===== src/hw/rtl/lnps_pkg.sv =====
`default_nettype none
// ----------------------------------------------------------------------------
// lnps_pkg: shared types and constants
// Event kinds, note width and the per-cell control bundle of the key stack.
// ----------------------------------------------------------------------------
package lnps_pkg;

    localparam int NOTE_W  = 7;
    localparam int VEL_W   = 7;
    localparam int KIND_W  = 2;
    localparam int COUNT_W = 5;

    localparam logic [KIND_W-1:0] KIND_NOTE_ON   = 2'd0;
    localparam logic [KIND_W-1:0] KIND_NOTE_OFF  = 2'd1;
    localparam logic [KIND_W-1:0] KIND_VOICE_END = 2'd2;

    // Broadcast to every cell of the chain for one item.
    typedef struct packed {
        logic              note_on;
        logic              note_off;
        logic              clear;
        logic [NOTE_W-1:0] key;
    } cell_ctrl_t;

endpackage
`default_nettype wire


===== src/hw/rtl/lnps_cell.sv =====
`default_nettype none
// ----------------------------------------------------------------------------
// lnps_cell: one slot of the key stack
// Holds one key and its valid bit, matches the broadcast key, and takes the
// key from the slot above when a removal at or below it closes the gap.
// ----------------------------------------------------------------------------
module lnps_cell (
    input  wire logic                      aclk,
    input  wire logic                      aresetn,
    input  wire lnps_pkg::cell_ctrl_t      ctrl,
    input  wire logic                      found,
    input  wire logic [lnps_pkg::NOTE_W-1:0] above_note,
    input  wire logic                      above_valid,
    input  wire logic                      below_valid,
    input  wire logic                      seen_in,
    output logic                           seen_out,
    output logic                           match,
    output logic                           valid,
    output logic [lnps_pkg::NOTE_W-1:0]    stored_note,
    output logic [lnps_pkg::NOTE_W-1:0]    note_next,
    output logic                           valid_next
);

    logic [lnps_pkg::NOTE_W-1:0] note_reg;
    logic                        valid_reg;
    logic                        shift;
    logic                        push;

    assign match       = valid_reg && (note_reg == ctrl.key);
    assign seen_out    = seen_in || match;
    assign valid       = valid_reg;
    assign stored_note = note_reg;

    // Slots at and above the removed key take their upper neighbor.
    assign shift = ctrl.note_off && seen_out;
    // The first empty slot takes a new key.
    assign push  = ctrl.note_on && !found && below_valid && !valid_reg;

    always_comb begin
        note_next  = note_reg;
        valid_next = valid_reg;
        if (ctrl.clear) begin
            valid_next = 1'b0;
        end else if (shift) begin
            note_next  = above_note;
            valid_next = above_valid;
        end else if (push) begin
            note_next  = ctrl.key;
            valid_next = 1'b1;
        end
    end

    always_ff @(posedge aclk) begin
        if (!aresetn) begin
            valid_reg <= 1'b0;
        end else begin
            valid_reg <= valid_next;
        end
        note_reg <= note_next;
    end

endmodule
`default_nettype wire


===== src/hw/rtl/lnps_chain.sv =====
`default_nettype none
// ----------------------------------------------------------------------------
// lnps_chain: row of stack cells
// Links the cells bottom to top, ripples the match flag upward and picks the
// top key of the updated stack.
// ----------------------------------------------------------------------------
module lnps_chain #(
    parameter int DEPTH = 16
) (
    input  wire logic                        aclk,
    input  wire logic                        aresetn,
    input  wire lnps_pkg::cell_ctrl_t        ctrl,
    output logic                             found,
    output logic                             full,
    output logic [DEPTH-1:0]                 match_vec,
    output logic [lnps_pkg::NOTE_W-1:0]      top_next
);

    // Stored key of each cell, seen by its lower neighbor during a shift.
    logic [lnps_pkg::NOTE_W-1:0] note_vec  [DEPTH];
    logic [lnps_pkg::NOTE_W-1:0] note_next [DEPTH];
    logic [DEPTH-1:0]            valid_vec;
    logic [DEPTH-1:0]            valid_next;
    logic [DEPTH:0]              seen;

    assign seen[0] = 1'b0;

    for (genvar i = 0; i < DEPTH; i++) begin : g_cell
        logic [lnps_pkg::NOTE_W-1:0] up_note;
        logic                        up_valid;
        logic                        down_valid;

        if (i == DEPTH - 1) begin : g_top
            assign up_note  = '0;
            assign up_valid = 1'b0;
        end else begin : g_mid
            assign up_note  = note_vec[i+1];
            assign up_valid = valid_vec[i+1];
        end

        if (i == 0) begin : g_bottom
            assign down_valid = 1'b1;
        end else begin : g_upper
            assign down_valid = valid_vec[i-1];
        end

        lnps_cell u_cell (
            .aclk        (aclk),
            .aresetn     (aresetn),
            .ctrl        (ctrl),
            .found       (found),
            .above_note  (up_note),
            .above_valid (up_valid),
            .below_valid (down_valid),
            .seen_in     (seen[i]),
            .seen_out    (seen[i+1]),
            .match       (match_vec[i]),
            .valid       (valid_vec[i]),
            .stored_note (note_vec[i]),
            .note_next   (note_next[i]),
            .valid_next  (valid_next[i])
        );
    end

    assign found = seen[DEPTH];
    assign full  = valid_vec[DEPTH-1];

    // Top of the updated stack: the highest valid slot.
    always_comb begin
        logic [DEPTH-1:0] above;
        above    = {1'b0, valid_next[DEPTH-1:1]};
        top_next = '0;
        for (int i = 0; i < DEPTH; i++) begin
            if (valid_next[i] && !above[i]) begin
                top_next = top_next | note_next[i];
            end
        end
    end

endmodule
`default_nettype wire


===== src/hw/rtl/last_note_priority_stack.sv =====
`default_nettype none
// ----------------------------------------------------------------------------
// last_note_priority_stack: monophonic last-note-priority key stack
// Keeps held keys in a row of cells; the newest key sounds.
// ----------------------------------------------------------------------------
// Usage:
//   Input channel s_*: one key event per item. s_tuser carries the kind
//   (note on, note off, voice ended); s_tdata carries note, velocity and the
//   voice-silent flag. Output channel m_*: exactly one result item per input
//   item, with the sounding note, gate and retune flags, velocity target and
//   the number of held keys.
//   m_tvalid rises in the cycle after acceptance. An item is taken every
//   cycle while s_tready is high: each cell compares its key with the event
//   in parallel, the match ripples up the row, and every cell loads its
//   shifted or pushed value in the same clock edge.
//   The output register holds a result until it is taken; s_tready stays high
//   while that register is empty or being drained, so a stalled receiver
//   holds off the input after one waiting item.
//   Reset empties the stack, sets the sounding note to 0 and drops any
//   pending result.
// ----------------------------------------------------------------------------
module last_note_priority_stack #(
    parameter int STACK_DEPTH = 16
) (
    input  wire logic        aclk,
    input  wire logic        aresetn,
    input  wire logic        s_tvalid,
    output logic             s_tready,
    input  wire logic [15:0] s_tdata,  // note[6:0], velocity[13:7], voice_silent[14], pad
    input  wire logic [1:0]  s_tuser,  // kind[1:0]
    output logic             m_tvalid,
    input  wire logic        m_tready,
    output logic [23:0]      m_tdata   // active_note[6:0], key_held[7], gate_on[8],
                                       // gate_release[9], hard_retune[10],
                                       // glide_retune[11], velocity_out[18:12],
                                       // stack_count[23:19]
);

    localparam int CW = $clog2(STACK_DEPTH + 1);

    logic                        accept;
    logic [lnps_pkg::KIND_W-1:0] kind;
    logic [lnps_pkg::NOTE_W-1:0] key;
    logic [lnps_pkg::VEL_W-1:0]  vel;
    logic                        silent;

    lnps_pkg::cell_ctrl_t        ctrl;
    logic                        found;
    logic                        full;
    logic [STACK_DEPTH-1:0]      match_vec;
    logic [lnps_pkg::NOTE_W-1:0] top_next;

    logic [CW-1:0]               count_reg, count_next;
    logic [lnps_pkg::NOTE_W-1:0] cur_note_reg, cur_note_next;
    logic                        m_valid_reg;
    logic [23:0]                 m_data_reg, m_data_next;

    assign kind   = s_tuser;
    assign key    = s_tdata[6:0];
    assign vel    = s_tdata[13:7];
    assign silent = s_tdata[14];

    assign s_tready = !m_valid_reg || m_tready;
    assign accept   = s_tvalid && s_tready;

    always_comb begin
        ctrl          = '0;
        ctrl.key      = key;
        ctrl.note_on  = accept && (kind == lnps_pkg::KIND_NOTE_ON);
        ctrl.note_off = accept && (kind == lnps_pkg::KIND_NOTE_OFF);
        ctrl.clear    = accept && (kind == lnps_pkg::KIND_VOICE_END);
    end

    lnps_chain #(
        .DEPTH (STACK_DEPTH)
    ) u_chain (
        .aclk      (aclk),
        .aresetn   (aresetn),
        .ctrl      (ctrl),
        .found     (found),
        .full      (full),
        .match_vec (match_vec),
        .top_next  (top_next)
    );

    always_comb begin
        logic                       key_held;
        logic                       gate_on;
        logic                       gate_rel;
        logic                       hard;
        logic                       glide;
        logic [lnps_pkg::VEL_W-1:0] vel_out;
        logic [CW+4:0]              count_ext;

        key_held      = 1'b0;
        gate_on       = 1'b0;
        gate_rel      = 1'b0;
        hard          = 1'b0;
        glide         = 1'b0;
        vel_out       = '0;
        count_next    = count_reg;
        cur_note_next = cur_note_reg;

        unique case (kind)
            lnps_pkg::KIND_NOTE_ON: begin
                if (!found && !full) begin
                    count_next = count_reg + CW'(1);
                end
                cur_note_next = top_next;
                key_held      = 1'b1;
                gate_on       = 1'b1;
                hard          = silent;
                glide         = !silent;
                vel_out       = vel;
            end
            lnps_pkg::KIND_NOTE_OFF: begin
                if (found) begin
                    count_next = count_reg - CW'(1);
                end
                if (count_next != '0) begin
                    cur_note_next = top_next;
                    key_held      = 1'b1;
                    glide         = 1'b1;
                end else begin
                    gate_rel = 1'b1;
                end
            end
            lnps_pkg::KIND_VOICE_END: begin
                count_next = '0;
            end
            default: begin
                key_held = (count_reg != '0);
            end
        endcase

        count_ext   = {5'b0, count_next};
        m_data_next = {count_ext[4:0], vel_out, glide, hard, gate_rel, gate_on,
                       key_held, cur_note_next};
    end

    always_ff @(posedge aclk) begin
        if (!aresetn) begin
            count_reg    <= '0;
            cur_note_reg <= '0;
            m_valid_reg  <= 1'b0;
        end else begin
            if (accept) begin
                count_reg    <= count_next;
                cur_note_reg <= cur_note_next;
                m_valid_reg  <= 1'b1;
            end else if (m_tready) begin
                m_valid_reg  <= 1'b0;
            end
        end
        if (accept) begin
            m_data_reg <= m_data_next;
        end
    end

    assign m_tvalid = m_valid_reg;
    assign m_tdata  = m_data_reg;

    // Keys in the stack are unique, so at most one cell can match.
    a_single_match: assert property (@(posedge aclk) disable iff (!aresetn)
        $onehot0(match_vec))
        else $error("more than one stack cell matches the key");

    a_count_bound: assert property (@(posedge aclk) disable iff (!aresetn)
        count_reg <= CW'(STACK_DEPTH))
        else $error("held key count exceeds stack depth");

    a_note_on_gate: assert property (@(posedge aclk) disable iff (!aresetn)
        ctrl.note_on |=> (m_tvalid && m_tdata[8] && m_tdata[7]))
        else $error("note on did not open the gate");

    a_clear_empty: assert property (@(posedge aclk) disable iff (!aresetn)
        ctrl.clear |=> (count_reg == '0 && m_tdata[23:19] == 5'd0))
        else $error("voice end left keys in the stack");

endmodule
`default_nettype wire

===== config.mk =====
export PLATFORM = sky130hd
export DESIGN_NAME = last_note_priority_stack
export DESIGN_NICKNAME = d
export VERILOG_FILES = /design/src/hw/rtl/lnps_pkg.sv /design/src/hw/rtl/lnps_cell.sv /design/src/hw/rtl/lnps_chain.sv /design/src/hw/rtl/last_note_priority_stack.sv
export SDC_FILE = /design/constraint.sdc
export NUM_CORES = 1
export LEC_CHECK = 0
export BUFFER_PORTS_ARGS = -buffer_cell sky130_fd_sc_hd__buf_2
export CAP_MARGIN = 5
export CORE_MARGIN = 8
export CORE_UTILIZATION = 60
export DETAILED_ROUTE_END_ITERATION = 8
export HOLD_SLACK_MARGIN = 0.1
export PLACE_DENSITY_LB_ADDON = 0.25
export SLEW_MARGIN = 40
export SYNTH_ARGS = -nofsm -noshare
export SYNTH_HDL_FRONTEND = slang
export SYNTH_HIERARCHICAL = 1
export SYNTH_SLANG_ARGS = --single-unit

===== constraint.sdc =====
create_clock -name aclk -period 9.3 [get_ports aclk]
set_input_delay 0 -clock aclk [delete_from_list [all_inputs] [get_ports aclk]]
set_output_delay 0 -clock aclk [all_outputs]
set_load 0.02 [all_outputs]

* Yosys cells after proc, flatten, opt, wreduce, memory -nomap -nowiden *
Cells that the tools add are included.

word-level totals
  register bits after elaboration = 165
  input bits = 22
  output and inout bits = 26

operators by class
  add/subtract/negate cells = 2
  eq/ne operators = 18
  mux-type cells = 125
  bitwise gates (word level) = 15
  reduce and logical (&&, ||, !) cells = 138

operator list
  operator                                                                number
  7-bit 2-to-1 mux                                                        65
  7-bit equality test                                                     16
  7-bit OR                                                                15
  1-bit logical AND                                                       84
  1-bit 2-to-1 mux                                                        53
  1-bit zero test                                                         34
  1-bit logical OR                                                        16
  5-bit 2-to-1 mux                                                        3
  5-bit case mux with 3 select lines                                      1
  7-bit case mux with 2 select lines                                      1
  5-bit nonzero test                                                      2
  5-bit by 1-bit adder with 5-bit output (second input constant)          1
  5-bit by 1-bit subtractor with 5-bit output (second input constant)     1
  1-bit case mux with 3 select lines                                      1
  2-bit by 1-bit equality test with 1-bit output (second input constant)  1
  2-bit equality test (second input constant)                             1
  2-bit zero test                                                         1
  1-bit case mux with 2 select lines                                      1
  2-bit nonzero test                                                      1

* Longest topological paths before layout *
  depth in word-level cells = 59
  gate-level depth with buffers = 33
  gate-level depth less buffers = 31

* Cells and area by module *
The synthesis kept the hierarchy.

modules (own cells, without submodules)
  module                    instances  cells an instance  area an instance (sq um)
  lnps_cell                 16         64                 516.7
  last_note_priority_stack  1          195                2023.2
  lnps_chain                1          89                 762.0

* Worst setup path after synthesis *
OpenSTA, ideal clock, no wires.

  path kind = reg2reg
  start = register u_chain.g_cell[0].u_cell.note_reg, in the netlist u_chain/g_cell[0].u_cell/stored_note[5]
  end = register m_data_reg[5] (netlist: m_tdata[5]) (data pin)
  setup time = 260 ps
  arrival = 6514 ps
  data required time = 9040 ps
  path slack = 2526 ps
  cell stages (with the launch flop) = 29
  path buffers = 0
  path through = dfxtp_1 xnor2_1 nand2_1 nor4_1 or2_1 or2_1 or2_1 or2_1 or2_1 or2_1 or2_1 or2_1 or2_1 or2_1 or2_1 or2_1 or2_1 or2_1 or2_1 or2_1 nor4bb_1 nand2b_1 nor2_1 nand2_1 o211a_1 a22o_1 a221oi_1 nand4_1 mux2_4

RTL lines
  item                      RTL line                         source
  start: declaration        lnps_cell.sv:24                  logic [lnps_pkg::NOTE_W-1:0] note_reg;
  start signal: assignment  lnps_cell.sv:59                  note_reg <= note_next;
  end signal: assignment    last_note_priority_stack.sv:156  m_data_reg <= m_data_next;
  end: declaration          last_note_priority_stack.sv:56   logic [23:0] m_data_reg, m_data_next;

==> impl_metrics.toml <==
[outcome]
outcome = "complete, no violations"

[setup_path]
crit_top_cell = "or2_1"
cp_max_fo = 40
critPathLaunchType = "register"
critical_path.max_stage_delay_ns = 0.53
cp_slowest_cell = "nor4bb_1"
crit_path_end_kind = "register"
arrival_ns = 8.71
path_class = "reg2reg"
cp_data_required_time_ns = 9.61

[clock_network]
clockRootBuffer = "clkbuf_16"
hold_buffers = 10
cts_buffers = 17
cts_setup_buffers = 0
clk_pin_slew_ns = 0.07
htreeDepth = 4
clk_latency_ns = 0.44
cts.sinks = 165
cts_tree = "done"
cts_buffer_depth = 2
ctsResizeCount = 0

[timing]
setup_tns_ns = 0
min_period_ns = 8.39
finalSetupViolations = 0
rsz0062_at_grt = "no"
maxSlewViolCount = 0
fin_skew_ns = 0.0119
hold_ws_ns = 0.121
post-route-period-util_pct = 90.2
worstMarginPinSlew_ns = 0.888
fmax_mhz = 119
hold_viol_final = 0
maxSlewHeadroom_pct = 40.8

[routing]
via_per_inst = 6.53
wirelength_mm = 33.9
vias = 10400
drc = 0
wire_per_inst_um = 21.2
drt-pass1-iter-count = 5
postRouteAntennaNets = 0
drtIter0Drc = 1138

[floorplan]
rows = 49
fp.dieW_um = 152
ios = 48
initial_utilization_pct = 61.3
dieArea_um2 = 23000
coreArea_um2 = 18000
dieHeight_um = 152

[logic_synthesis]
yosysWarningCount = 6
synth_top_family_by_area = "simple AND/OR/NAND/NOR gates"
synth.avg_cell_area_um2 = 8.45
ys_types = 56
synthAdderAreaFrac_pct = 0.340
synth-seq-cells = 165
netlist_area_um2 = 11100
synth-seq-area-share_pct = 32.1
syn_inst = 1308
muxShareOfSynthArea_pct = 2.58
synthXorXnorAreaFrac_pct = 9.11
synthArstFlopShare_pct = 0
synth_simple_gate_area_share_pct = 29.4
ys.flop_type = "dfxtp_1"
synth_edf_count = 24
synth_compound_area_share_pct = 22.1

[grt]
grt_first_pass_wirelength_mm = 53.1
grt_antenna_before_repair = 0
grt_overflow = 0
grt_pass1_vias = 9773
grt.total_usage_pct = 29.3
grt_max_degree = 94

[finish]
largest_register_ff_count = 112
instances_no_fill = 1598
layout-drive-gt1-share_pct = 8.77
area_delta_synth_final_pct = 8.92
final_nets = 1380

[placed_design]
gp_congestion = 1.05
dp_cells = 1555
portBuffers = 46
dp_hpwl_mm = 23.1

[worst_hold_path]
hold_class = "in2reg"

[job]
maxCapViolCount = 0

[power]
p_leak_uw = 0.00478
powerDensity_nw_per_um2 = 184
ir_worst_vdd_uv = 142
[power breakdown]
group	leakage, µW	internal, µW	total (µW)	switching (µW)
registers	0.00142	858	987	129
logic	0.00309	243	529	286
clock network	0.000277	391	698	308
total	0.00478	1490	2210	723
[worst max-delay path, delay by kind of cell, from the launching register on]
family	cells	cell delay (ns)
AND/OR/NAND/NOR	26	6.52
AO/OA/AOI/OAI	4	0.92
XOR/XNOR	1	0.12
buffers and inverters	1	0.36
flip-flops	1	0.32
[routing by layer]
metal / GRT usage, % / share of wire [%] / up-vias
li1: - / - / 4875
met1: 37.6 / 42 / 5003
met2: 47.2 / 46 / 480
met3: 6.39 / 8.8 / 77
met4: 11.0 / 3.1 / 0
met5: 0 / 0 / -
[final timing paths]
kind | startpoint | to | slack, ns | cells past startpoint
worst max-delay path | u_chain/g_cell[0].u_cell/stored_note[2]$_DFF_P_ | cur_note_reg[5]$_SDFFE_PN0P_ | 0.91 | 32
worst min-delay path | s_tuser[1] | count_reg[0]$_SDFFE_PN0P_ | 0.12 | 2
worst max register to register | u_chain/g_cell[0].u_cell/stored_note[2]$_DFF_P_ | cur_note_reg[5]$_SDFFE_PN0P_ | 0.91 | 32
worst min register to register | cur_note_reg[4]$_SDFFE_PN0P_ | cur_note_reg[4]$_SDFFE_PN0P_ | 0.55 | 2
[cell usage in the layout, fill, tap and decap left out, types with 18 or more instances in the layout]
cell	synthesis	layout
inv_1	24	23
xnor2_1	113	113
clkbuf_16	0	18
o31a_1	19	19
o211a_1	112	112
mux2i_1	18	18
nor4_1	26	25
nand2_1	209	209
or3_1	114	114
dfxtp_1	141	141
a221oi_1	21	21
buf_2	3	46
a22o_1	28	28
nor2_1	162	162
edfxtp_1	24	24
nand3_1	27	27
[metrics by stage]
step,instance area [µm²],power (µW),setup slack [ns],utilization (%)
6_report,12000,2210,0.907,66.8
5_1_grt,12000,2290,0.556,66.8
4_1_cts,12000,2200,1.16,66.8
3_5_place_dp,11400,1500,1.13,63.1
3_3_place_gp,11400,1490,1.27,63.1
2_1_floorplan,11100,1340,2.53,-
[cells by family (layout without fill, tap and decap cells)]
logic type / after synthesis / count (layout)
AO/OA/AOI/OAI: 262 / 262
buffers and inverters: 80 / 129
multiplexers: 25 / 25
other: 2 / 14
XOR/XNOR: 115 / 115
AND/OR/NAND/NOR: 656 / 656
flip-flops: 165 / 165
adder cells (fa/ha/maj): 3 / 3
[layout make-up]
type / instances / area [µm²]
diodes: 1 / 2.50
clock buffers: 20 / 468
clock inverters: 12 / 104
fillers: 1478 / 5990
inverters: 25 / 93.8
multi-input cells: 1074 / 7090
flip-flops and latches: 165 / 3540
well taps: 229 / 287
repair buffers: 72 / 450
[synthesized netlist by cell type, drive strengths merged, types with 7 or more instances]
cell / n / share of area [%]
nor4bb: 17 / 1.5
clkbuf: 29 / 0.98
o21ai: 13 / 0.59
nand2: 209 / 7.1
mux2: 7 / 0.95
nand3: 27 / 1.2
a31o: 17 / 1.3
a21oi: 7 / 0.32
mux2i: 18 / 1.6
or4: 7 / 0.48
nand4: 8 / 0.45
nor3b: 17 / 1.2
a32oi: 8 / 0.63
nor2: 162 / 5.5
buf: 26 / 2.5
nand2b: 16 / 0.91
nor2b: 16 / 0.97
and2: 10 / 0.57
xnor2: 113 / 9.0
or3: 114 / 6.5
nor4: 26 / 1.5
o211a: 112 / 10
edfxtp: 24 / 6.5
inv: 24 / 0.82
or2: 17 / 0.96
o31a: 19 / 1.5
dfxtp: 141 / 26
a221oi: 28 / 2.6
a22o: 28 / 2.2
o41a: 16 / 1.6
(Power assumes the default switching activity.)
